$ cat src/rtl/capsup_pkg.sv
// Package for the capacitor charge supervisor: machine modes, command codes,
// error codes, register indexes and fixed thresholds.
// No dependencies.
package capsup_pkg;

  typedef enum logic [2:0] {
    MODE_STANDBY     = 3'd0,
    MODE_CHARGING    = 3'd1,
    MODE_CHARGED     = 3'd2,
    MODE_DISCHARGING = 3'd3,
    MODE_SHOCKING    = 3'd4,
    MODE_AFTER_SHOCK = 3'd5,
    MODE_ERROR       = 3'd6,
    MODE_OUT_OF_SVC  = 3'd7
  } mode_t;

  localparam logic [2:0] OP_MONITOR = 3'd0;
  localparam logic [2:0] OP_CHARGE  = 3'd1;
  localparam logic [2:0] OP_DISARM  = 3'd2;
  localparam logic [2:0] OP_OOS     = 3'd3;
  localparam logic [2:0] OP_SHOCK   = 3'd4;

  localparam logic [1:0] ERR_NONE  = 2'd0;
  localparam logic [1:0] ERR_FAST  = 2'd1;
  localparam logic [1:0] ERR_SLOW  = 2'd2;
  localparam logic [1:0] ERR_SHOCK = 2'd3;

  localparam logic [1:0] REG_MAX_VOLTAGE = 2'd0;
  localparam logic [1:0] REG_MAX_CURRENT = 2'd1;
  localparam logic [1:0] REG_PRECHARGE   = 2'd2;
  localparam logic [1:0] REG_DISCH_TEST  = 2'd3;

  localparam logic [10:0] RST_MAX_VOLTAGE = 11'd1400;
  localparam logic [12:0] RST_MAX_CURRENT = 13'd5000;
  localparam logic [10:0] RST_PRECHARGE   = 11'd200;

  localparam int unsigned IN_DATA_W  = 80;
  localparam int unsigned OUT_DATA_W = 48;

endpackage

$ cat src/rtl/capacitor_charge_supervisor.sv
// Capacitor charge supervisor: mode machine for a high-voltage capacitor.
// Depends on capsup_pkg for mode, command, error and register codes.
//
//  Channel   Direction  Contents
//  s_axis    in         tuser: opcode; tdata: vc_now, target_voltage,
//                       charge_current, temperature, battery_percent,
//                       shock_start_v, shock_mid_v
//  m_axis    out        tdata: machine_state, error_code, voltage_setpoint,
//                       current_limit, discharge_via_relay, reported_vc
//  cfg       in         cfg_wr_en, cfg_addr, cfg_wdata; write only
//
// Every accepted word is captured, then makes four passes through the single
// shared signed multiplier that forms the ramp and ninety-percent products,
// and is then applied in the update stage, which also loads the result.
// The input side is not ready while a word is in progress. The result sits
// in an output register; when it has not been taken yet the update stage
// waits for it. Reset is synchronous and restores the register defaults
// and a standby machine with all counters cleared.
module capacitor_charge_supervisor
  import capsup_pkg::*;
(
  input  logic                  clk,
  input  logic                  rst,
  input  logic                  s_tvalid,
  output logic                  s_tready,
  // From bit 0: vc_now[10:0], target_voltage[21:11], charge_current[37:22],
  // temperature[45:38], battery_percent[52:46], shock_start_v[63:53],
  // shock_mid_v[74:64], zero fill.
  input  logic [IN_DATA_W-1:0]  s_tdata,
  // opcode.
  input  logic [2:0]            s_tuser,
  output logic                  m_tvalid,
  input  logic                  m_tready,
  // From bit 0: machine_state[2:0], error_code[4:3], voltage_setpoint[15:5],
  // current_limit[28:16], discharge_via_relay[29], reported_vc[40:30], zero fill.
  output logic [OUT_DATA_W-1:0] m_tdata,
  input  logic                  cfg_wr_en,
  input  logic [1:0]            cfg_addr,
  input  logic [12:0]           cfg_wdata
);

  typedef enum logic [2:0] {
    ST_IDLE, ST_MUL0, ST_MUL1, ST_MUL2, ST_MUL3, ST_EXEC
  } seq_t;

  seq_t state;

  // Configuration registers.
  logic [10:0] max_voltage;
  logic [12:0] max_current;
  logic [10:0] precharge;
  logic        disch_test;

  // Machine state.
  mode_t       mode;
  logic [1:0]  fault;
  logic [10:0] setpoint;
  logic [10:0] checkpoint;
  logic [15:0] tick_count;
  logic [3:0]  tick_mod10;  // tick_count modulo ten, tracked alongside it
  logic [2:0]  slow_count;
  logic [6:0]  timeout_count;
  logic [4:0]  ramp_thr;

  // Captured word.
  logic [2:0]  op;
  logic [10:0] vc, tv, ps, pm;
  logic [15:0] cur;
  logic signed [7:0] temp;
  logic [6:0]  batt;

  // Shared multiplier and its product registers.
  logic signed [16:0] mul_a;
  logic signed [12:0] mul_b;
  logic signed [29:0] mul_p;
  logic signed [29:0] p_tick, p_inc, p_sp, p_vc;

  logic [15:0] tick_inc;
  logic [3:0]  mod_inc;
  logic signed [11:0] inc;

  assign tick_inc = (tick_count == 16'hFFFF) ? tick_count : tick_count + 16'd1;
  assign mod_inc  = (tick_count == 16'hFFFF) ? tick_mod10 :
                    ((tick_mod10 == 4'd9) ? 4'd0 : tick_mod10 + 4'd1);
  assign inc      = $signed({1'b0, vc}) - $signed({1'b0, checkpoint});

  always_comb begin
    unique case (state)
      ST_MUL0: begin
        mul_a = $signed({1'b0, tick_inc});
        mul_b = 13'sd2001;
      end
      ST_MUL1: begin
        mul_a = 17'(inc);
        mul_b = 13'sd50;
      end
      ST_MUL2: begin
        mul_a = $signed({6'd0, setpoint});
        mul_b = 13'sd90;
      end
      default: begin
        mul_a = $signed({6'd0, vc});
        mul_b = 13'sd100;
      end
    endcase
  end

  assign mul_p = 30'(mul_a) * 30'(mul_b);

  // Update logic, applied in the last cycle of a word.
  mode_t       md_n;
  logic [1:0]  fc_n;
  logic [10:0] sp_n, cp_n, clamp_v;
  logic [15:0] tc_n;
  logic [3:0]  mod_n;
  logic [2:0]  sf_n;
  logic [6:0]  to_n;
  logic [4:0]  rt_n;
  logic [12:0] climit, lim;
  logic        relay;
  logic        fast_hit, near_sp;

  function automatic logic is_inactive(input mode_t m);
    return (m == MODE_ERROR) || (m == MODE_OUT_OF_SVC);
  endfunction

  always_comb begin
    md_n = mode; fc_n = fault; sp_n = setpoint; cp_n = checkpoint;
    tc_n = tick_count; mod_n = tick_mod10; sf_n = slow_count;
    to_n = timeout_count; rt_n = ramp_thr;
    climit = '0; relay = 1'b0; lim = 13'd1000; clamp_v = tv;
    // inc*50/ticks > 2000 exactly when inc*50 >= 2001*ticks (ticks >= 1).
    fast_hit = (p_inc >= p_tick);
    // vc > setpoint*90/100 exactly when setpoint*90 < vc*100.
    near_sp  = (p_sp < p_vc);

    unique case (op)
      OP_MONITOR: begin
        if (mode == MODE_CHARGING) begin
          tc_n  = tick_inc;
          mod_n = mod_inc;
          if (vc >= setpoint) begin
            sf_n = '0; to_n = '0;
            md_n = MODE_CHARGED;
            if (fast_hit) begin
              md_n = MODE_ERROR; fc_n = ERR_FAST;
            end
          end else begin
            if (mod_inc == 4'd0) begin
              cp_n = vc;
              if (to_n < 7'd127) to_n = to_n + 7'd1;
              if (inc < $signed({7'd0, ramp_thr}) && vc < 11'd1300) begin
                if (sf_n < 3'd7) sf_n = sf_n + 3'd1;
              end else begin
                sf_n = '0;
              end
              if (inc > 12'sd400) begin
                md_n = MODE_ERROR; fc_n = ERR_FAST;
              end
            end
            if (sf_n >= 3'd5 && near_sp) begin
              sf_n = '0; to_n = '0;
              if (!is_inactive(md_n)) md_n = MODE_CHARGED;
            end
            if (sf_n >= 3'd5 || to_n >= 7'd125) begin
              md_n = MODE_ERROR; fc_n = ERR_SLOW;
            end
          end
        end
        if (md_n == MODE_DISCHARGING) begin
          sf_n = '0; to_n = '0;
          if (vc < (precharge >> 1)) md_n = MODE_STANDBY;
          else if (vc <= sp_n) md_n = MODE_CHARGED;
        end
        if (is_inactive(md_n)) begin
          sp_n = '0; sf_n = '0; to_n = '0;
        end
      end
      OP_CHARGE: begin
        if (!is_inactive(mode)) begin
          if (vc < tv && (tv - vc) > 11'd5) begin
            rt_n = 5'd9;
            if (temp >= 8'sd5)  begin lim = 13'd2000; rt_n = 5'd12; end
            if (temp >= 8'sd12) begin lim = 13'd3000; rt_n = 5'd15; end
            if (temp >= 8'sd19) begin lim = 13'd4000; rt_n = 5'd18; end
            if (temp >= 8'sd25) begin lim = max_current; rt_n = 5'd20; end
            if (batt < 7'd15) rt_n = 5'd5;
            if (tv > max_voltage) clamp_v = max_voltage;
            climit = (cur > {3'd0, lim}) ? lim : cur[12:0];
            sp_n = clamp_v; md_n = MODE_CHARGING; cp_n = vc;
            tc_n = '0; mod_n = '0;
          end
          if (vc > tv) begin
            if (disch_test) begin
              sp_n = '0; md_n = MODE_DISCHARGING; relay = 1'b1;
            end else if ((vc - tv) > 11'd5) begin
              relay = (tv <= 11'd10) && (vc < 11'd400);
              sp_n  = (tv <= 11'd10) ? 11'd0 : tv;
              md_n  = MODE_DISCHARGING;
            end
          end
        end
      end
      OP_DISARM: begin
        sp_n = '0; relay = 1'b1;
        if (!is_inactive(mode)) md_n = MODE_DISCHARGING;
      end
      OP_OOS: begin
        if (mode == MODE_STANDBY || mode == MODE_CHARGED || mode == MODE_AFTER_SHOCK)
          md_n = MODE_OUT_OF_SVC;
      end
      OP_SHOCK: begin
        if (!is_inactive(mode)) begin
          if (ps > pm && (ps - pm) >= 11'd100 && pm > vc && (pm - vc) >= 11'd100) begin
            md_n = MODE_AFTER_SHOCK;
          end else begin
            md_n = MODE_ERROR; fc_n = ERR_SHOCK;
          end
        end
      end
      default: ;
    endcase
  end

  assign s_tready = (state == ST_IDLE);

  always_ff @(posedge clk) begin
    if (rst) begin
      state <= ST_IDLE;
      m_tvalid <= 1'b0;
      max_voltage <= RST_MAX_VOLTAGE;
      max_current <= RST_MAX_CURRENT;
      precharge <= RST_PRECHARGE;
      disch_test <= 1'b0;
      mode <= MODE_STANDBY;
      fault <= ERR_NONE;
      setpoint <= '0;
      checkpoint <= '0;
      tick_count <= '0;
      tick_mod10 <= '0;
      slow_count <= '0;
      timeout_count <= '0;
      ramp_thr <= '0;
    end else begin
      if (cfg_wr_en) begin
        unique case (cfg_addr)
          REG_MAX_VOLTAGE: max_voltage <= cfg_wdata[10:0];
          REG_MAX_CURRENT: max_current <= cfg_wdata;
          REG_PRECHARGE:   precharge <= cfg_wdata[10:0];
          REG_DISCH_TEST:  disch_test <= cfg_wdata[0];
          default: ;
        endcase
      end
      // In the update cycle a taken result is replaced by the new one below.
      if (m_tvalid && m_tready && state != ST_EXEC) m_tvalid <= 1'b0;
      unique case (state)
        ST_IDLE: begin
          if (s_tvalid) begin
            op   <= s_tuser;
            vc   <= s_tdata[10:0];
            tv   <= s_tdata[21:11];
            cur  <= s_tdata[37:22];
            temp <= $signed(s_tdata[45:38]);
            batt <= s_tdata[52:46];
            ps   <= s_tdata[63:53];
            pm   <= s_tdata[74:64];
            state <= ST_MUL0;
          end
        end
        ST_MUL0: begin p_tick <= mul_p; state <= ST_MUL1; end
        ST_MUL1: begin p_inc  <= mul_p; state <= ST_MUL2; end
        ST_MUL2: begin p_sp   <= mul_p; state <= ST_MUL3; end
        ST_MUL3: begin p_vc   <= mul_p; state <= ST_EXEC; end
        ST_EXEC: begin
          if (!m_tvalid || m_tready) begin
            mode <= md_n; fault <= fc_n; setpoint <= sp_n; checkpoint <= cp_n;
            tick_count <= tc_n; tick_mod10 <= mod_n; slow_count <= sf_n;
            timeout_count <= to_n; ramp_thr <= rt_n;
            m_tdata <= {7'd0, (vc < 11'd10) ? 11'd0 : vc, relay, climit,
                        sp_n, fc_n, md_n};
            m_tvalid <= 1'b1;
            state <= ST_IDLE;
          end
        end
        default: state <= ST_IDLE;
      endcase
    end
  end

endmodule
$ cat config.mk
export PLATFORM = sky130hd
export DESIGN_NAME = capacitor_charge_supervisor
export DESIGN_NICKNAME = d
export VERILOG_FILES = /design/src/rtl/capsup_pkg.sv /design/src/rtl/capacitor_charge_supervisor.sv
export SDC_FILE = /design/constraint.sdc
export NUM_CORES = 1
export LEC_CHECK = 0
export BUFFER_PORTS_ARGS = -buffer_cell sky130_fd_sc_hd__buf_2
export CAP_MARGIN = 30
export CORE_MARGIN = 2
export CORE_UTILIZATION = 30
export DETAILED_ROUTE_END_ITERATION = 8
export PLACE_DENSITY = 0.52
export SLEW_MARGIN = 10
export SYNTH_ARGS = -nofsm -noshare
export SYNTH_HDL_FRONTEND = slang
export SYNTH_SLANG_ARGS = --single-unit
$ cat constraint.sdc
create_clock -name clk -period 25 [get_ports clk]
set_input_delay 1.25 -clock clk [delete_from_list [all_inputs] [get_ports clk]]
set_output_delay 1.25 -clock clk [all_outputs]
set_load 0.005 [all_outputs]
; ---- After elaboration in Yosys (flattened, before gate mapping)
; Cells that the tools add are included.
[word_totals]
in_bits = 103
regBits = 341
elab_cells = 259
out_inout_bits = 50
[op_classes]
reduce_logical = 41
n_eq_ne = 32
mux = 111
order_cmp = 31
addsub = 9
bitwise_logic = 4
mul = 1
[ops]
columns = cell, count
row1 = 11-bit 2-to-1 mux, 14
row2 = 3-bit 2-to-1 mux, 41
row3 = 13-bit 2-to-1 mux, 7
row4 = 7-bit 2-to-1 mux, 10
row5 = 11-bit one-hot mux with 3 select lines, 2
row6 = 16-bit 2-to-1 mux, 4
row7 = 17-bit one-hot mux with 3 select lines, 1
row8 = 11-bit > comparator, 4
row9 = 11-bit subtractor, 4
row10 = 16-bit one-hot mux with 2 select lines, 1
row11 = 3-bit == test (second input constant), 10
row12 = 30-bit >= comparator, 1
row13 = 30-bit less-than comparator, 1
row14 = 17-bit by 12-bit multiplier with 29-bit output, 1
row15 = 11-bit by 7-bit >= comparator with 1-bit output (second input constant), 2
row16 = 11-bit by 3-bit > comparator with 1-bit output (second input constant), 2
row17 = 11-bit one-hot mux with 2 select lines, 1
row18 = 4-bit 2-to-1 mux, 5
row19 = 5-bit 2-to-1 mux, 4
row20 = 2-bit AND reduction, 10
row21 = 3-bit by 2-bit == test with 1-bit output (second input constant), 6
row22 = 2-bit 2-to-1 mux, 9
row23 = 3-bit one-hot mux with 6 select lines, 1
row24 = 16-bit by 1-bit adder with 16-bit output (second input constant), 1
row25 = other kinds (50), 87

; ---- Depth between registers and ports, before layout
[depth]
word_depth = 28
ltp_mapped = 30

; ---- Worst setup path before layout
; No wires, ideal clock.
[synth_timing]
kind = flip-flop to flip-flop
from = register vc[1]
to = register p_inc[28] (data pin)
arrival_ns = 7.574
path_stages_with_launch = 27
period_less_slack_ns = 7.847
setup_slack_ns = 17.153
required_time_ns = 24.727
path_cell_list = edfxtp_1 > ha_1 > nor2b_1 > o31ai_1 > a211oi_1 > o41a_1 > or2_2 > nor2_1 > clkbuf_1 > inv_1 > fa_1 > inv_1 > fa_1 > fa_1 > inv_1 > fa_1 > inv_1 > fa_1 > ha_1 > or3_1 > o211ai_1 > o21ai_0 > nor4_1 > nor3_1 > a2111oi_0 > a21oi_1 > xnor2_1
[synth_via]
elab_chain_cells = 3
[synth_rtl]
columns = item, line
row1 = from (decl), capacitor_charge_supervisor.sv:67  ; logic [10:0] vc, tv, ps, pm;
row2 = from (signal assigned), capacitor_charge_supervisor.sv:260  ; vc <= s_tdata[10:0];
row3 = 11-bit by 11-bit subtractor with 12-bit output, capacitor_charge_supervisor.sv:85  ; assign inc = $signed({1'b0, vc}) - $signed({1'b0, checkpoint});
row4 = 17-bit one-hot mux with 3 select lines (*), capacitor_charge_supervisor.sv:88  ; unique case (state)
row5 = 17-bit by 12-bit multiplier with 29-bit output (*), capacitor_charge_supervisor.sv:108  ; assign mul_p = 30'(mul_a) * 30'(mul_b);
row6 = named net mul_p[28], capacitor_charge_supervisor.sv:75  ; logic signed [29:0] mul_p;
row7 = to (signal assigned), capacitor_charge_supervisor.sv:271  ; ST_MUL1: begin p_inc <= mul_p; state <= ST_MUL2; end
row8 = to (decl), capacitor_charge_supervisor.sv:76  ; logic signed [29:0] p_tick, p_inc, p_sp, p_vc;
; Mark *: on every way through the listed nets, which the timed path passes. The rest lies on a longest branch.
; A chain may end at the register's enable or synchronous reset.

; ---- Worst setup path in the final report
[layout_timing]
from = register vc[0]
to = register p_inc[28] (data pin)
; The elaborated chain is that of the path after synthesis.

==> impl_metrics.env <==
export IMPL_status="finished, final reports clean"
export IMPL_grt_max_degree=76
export IMPL_syn2layout_area_growth_pct=14.0
export IMPL_syn_inst=2587
export IMPL_globalplace_congestion=0.870
export IMPL_ys_seq_area_share_pct=36.0
export IMPL_fillerInstances=8480
export IMPL_cts_root_buf="clkbuf_16"
export IMPL_p_clk_share_pct=27.4
export IMPL_grt_pass1_wl_um=106000
export IMPL_die_h_um=294
export IMPL_holdPathStages=2
export IMPL_synth_edff_count=235
export IMPL_place_hpwl_um=51000
export IMPL_row_count=106
export IMPL_ys_flop_type="edfxtp_1"
export IMPL_path_common_cell="fa_1"
export IMPL_clk_path_buf_depth=3
export IMPL_start_util_pct=30.2
export IMPL_worstRegToRegCells=29
export IMPL_cts_sinks=336
export IMPL_crit_fanout=6
export IMPL_ys_types=89
export IMPL_drcViolationCount=0
export IMPL_reg2reg_slack_ns=15.68
export IMPL_fin_skew_ns=0.0282
export IMPL_final_core_util_pct=34.5
export IMPL_cts_tree="built"
export IMPL_vias=18800
export IMPL_syn_area_um2=25200
export IMPL_p_sw_share_pct=35.2
export IMPL_hold_class="register to register"
export IMPL_cpPeakStageDelay_ns=0.72
export IMPL_power_leakage_nw=12.3
export IMPL_fmaxAchievable_mhz=107
export IMPL_final_hold_violation_count=0
export IMPL_min_period_ns=9.32
export IMPL_drtAntennaViolNets=0
export IMPL_max_slew_worst_pin_slew_ns=0.975
export IMPL_drive_gt1_share_pct=10.3
export IMPL_power_w=0.00221
export IMPL_fin_setup_tns_ns=0
export IMPL_syn_area_per_cell_um2=9.75
export IMPL_post_cts_buffers=0
export IMPL_required_ns=25.30
export IMPL_grt_pass1_vias=18600
export IMPL_maxCapViolCount=0
export IMPL_yosysTopAreaCellShare_pct=28.0
export IMPL_pin_count=153
export IMPL_final_cell_area_um2=28700
export IMPL_slew_viol_final=0
export IMPL_globalRouteTotalUtil_pct=15.5
export IMPL_synth_top_cell_by_area="edfxtp_1"
export IMPL_worst_r2r_endpoint="p_inc[28]"
export IMPL_critPathCapture="p_inc[28]"
export IMPL_p_per_area_nw_per_um2=76.8
export IMPL_grt_overflow=0
export IMPL_dieArea_um2=86400
export IMPL_yosys_register_bits=336
export IMPL_ys_async_sr_fraction_pct=0
export IMPL_setup_viol=0
export IMPL_fin_crit_sh_pct=37.3
export IMPL_dr_pass1_iters=5
export IMPL_h_tree_depth=2
export IMPL_reg2reg_from="vc[0]"
export IMPL_synthTopCellsByArea="edfxtp_1 (28%), fa_1 (14%), ha_1 (11%)"
export IMPL_insertion_delay_ns=0.56
export IMPL_peakVddDrop_v=0.0000610
export IMPL_slowest_stage="a2111oi_0"
export IMPL_pwr_share_comb_pct=37.7
export IMPL_clk_pin_slew_ns=0.06
export IMPL_crit_start="vc[0]"
export IMPL_antenna_found_initial=8
export IMPL_seq_power_share_pct=35.0
export IMPL_die_width_um=294
export IMPL_cts_inserted_buffers=42
export IMPL_crit_arrival_ns=9.62
export IMPL_ys_warn_count=0
export IMPL_cp_end_kind="register"
export IMPL_rsz0062_at_grt="no"
export IMPL_place_area_um2=27300
export IMPL_vias_per_cell=4.85
export IMPL_wl_per_cell_um=17.2
export IMPL_numPortBuffers=140
export IMPL_nets=3256
export IMPL_drt_iter0_drc=1049
export IMPL_cts_resized=0
export IMPL_wl_um=66500
export IMPL_cp_start_kind="register"
export IMPL_switchingPower_w=0.000778
export IMPL_path_class="register to register"
export IMPL_holdBufCountCts=0
export IMPL_slew_headroom_pct=34.5
export IMPL_core_area_um2=83400
export IMPL_p_int_w=0.00143
-- synthesized netlist by cell type (7+ instances only) --
library cell,number
nand4_1,21
ha_1,225
nor3_1,56
o22ai_1,15
or4_1,7
nand2_1,187
nand3_1,50
a211oi_1,28
nor4_1,17
o2111ai_1,7
xnor2_1,46
nand2b_1,35
inv_1,400
and3_1,12
a21o_1,46
o21a_1,21
a2bb2oi_1,7
nor2b_1,27
or2_2,14
nor3b_1,10
xor2_1,14
nor2_1,196
clkbuf_1,70
buf_4,7
o31ai_1,8
dfxtp_1,101
a2111oi_0,11
fa_1,173
o21bai_1,8
a31oi_1,23
a311oi_1,7
mux2i_1,26
and2_1,13
or3_1,20
o21ai_0,109
edfxtp_1,235
o211ai_1,21
nand3b_1,14
a21boi_0,10
a211o_1,13
a21oi_1,176
-- through the flow --
step | hold slack [ns] | setup slack, ns | std cells
detailed placement | 0.446 | 15.77 | 3787
floorplan | 0.432 | 17.15 | 2619
CTS | 0.453 | 15.69 | 3864
global placement | 0.444 | 15.73 | 3783
finish | 0.451 | 15.68 | 3872
global route | 0.480 | 14.97 | 3872
-- area by class of cell --
type / count / area [um^2] / area share, %
Clock buffer: 55 / 1150 / 4.00
Timing Repair Buffer: 176 / 993 / 3.46
Tap cell: 1080 / 1350 / 4.70
Sequential cell: 336 / 9080 / 31.6
Clock inverter: 22 / 214 / 0.744
Inverter: 401 / 1510 / 5.24
Antenna cell: 4 / 10.0 / 0.0348
Multi-Input combinational cell: 1798 / 14400 / 50.2
-- sequential cells by signal (all words and copies together) (netlist names), 4 cells and up --
name / count
checkpoint: 11
tick_mod10: 4
m_tdata: 41
p_sp: 29
tv: 11
temp: 8
timeout_count: 7
ramp_thr: 5
vc: 11
pm: 11
batt: 7
max_current: 13
tick_count: 16
p_tick: 29
cur: 16
setpoint: 11
max_voltage: 11
precharge: 10
p_inc: 29
ps: 11
p_vc: 29
-- power groups by stage --
stage	logic, W	clock network [W]	registers [W]
floorplan	0.000617	0	0.000778
global placement	0.000826	0	0.000783
detailed placement	0.000837	0	0.000784
CTS	0.000843	0.000623	0.000772
global route	0.000965	0.000644	0.000776
finish	0.000832	0.000605	0.000772
-- critical path, delay by kind of cell (launching register included) --
family	cells	cell delay, ns
XOR/XNOR	2	0.60
flip-flops	1	0.65
buffers and inverters	4	0.58
AND/OR/NAND/NOR	4	0.92
AO/OA/AOI/OAI	11	2.88
adder cells (fa/ha/maj)	8	3.40
-- cell families (layout without fill, tap and decap cells) --
| logic type | after synthesis | after routing | share of synthesized area (%) |
|---|---|---|---|
| other | 2 | 38 | 0.0298 |
| buffers and inverters | 485 | 654 | 7.36 |
| xor gates and xnor gates | 60 | 60 | 2.08 |
| AOI/OAI and AO/OA | 578 | 578 | 15.0 |
| and+or+nand+nor | 700 | 700 | 13.5 |
| muxes | 28 | 28 | 1.12 |
| adders and majority gates | 398 | 398 | 24.9 |
| DFF | 336 | 336 | 36.0 |
-- per-layer routing --
metal	GRT usage, %	vias up	wire (um)
met5	0	-	46
met4	4.09	8	1380
met3	2.67	93	3500
met2	24.5	425	29600
met1	21.9	8967	32000
li1	-	9302	-
-- cell usage in the layout (no fill, tap or decap), drive strengths merged, types with 23 or more instances in the layout --
cell type | synthesis | layout
conb | 2 | 34
nand2 | 189 | 189
buf | 14 | 176
a21oi | 177 | 177
xnor2 | 46 | 46
a21o | 47 | 47
clkbuf | 70 | 55
nor3 | 56 | 56
o21ai | 109 | 109
nand3 | 50 | 50
fa | 173 | 173
inv | 400 | 402
ha | 225 | 225
nor2 | 196 | 196
mux2i | 26 | 26
nor2b | 27 | 27
edfxtp | 235 | 235
a211oi | 29 | 29
a31oi | 23 | 23
dfxtp | 101 | 101
nand2b | 35 | 35
-- worst min-delay path by stage --
stage              startpoint              to  slack, ns
6_report          ramp_thr[1]     ramp_thr[1]       0.45
5_1_grt        max_current[4]  max_current[4]       0.48
4_1_cts           ramp_thr[1]     ramp_thr[1]       0.45
3_5_place_dp      ramp_thr[1]     ramp_thr[1]       0.45
3_3_place_gp      ramp_thr[1]     ramp_thr[1]       0.44
2_1_floorplan  max_current[0]  max_current[0]       0.43
(Power assumes the default switching activity.)
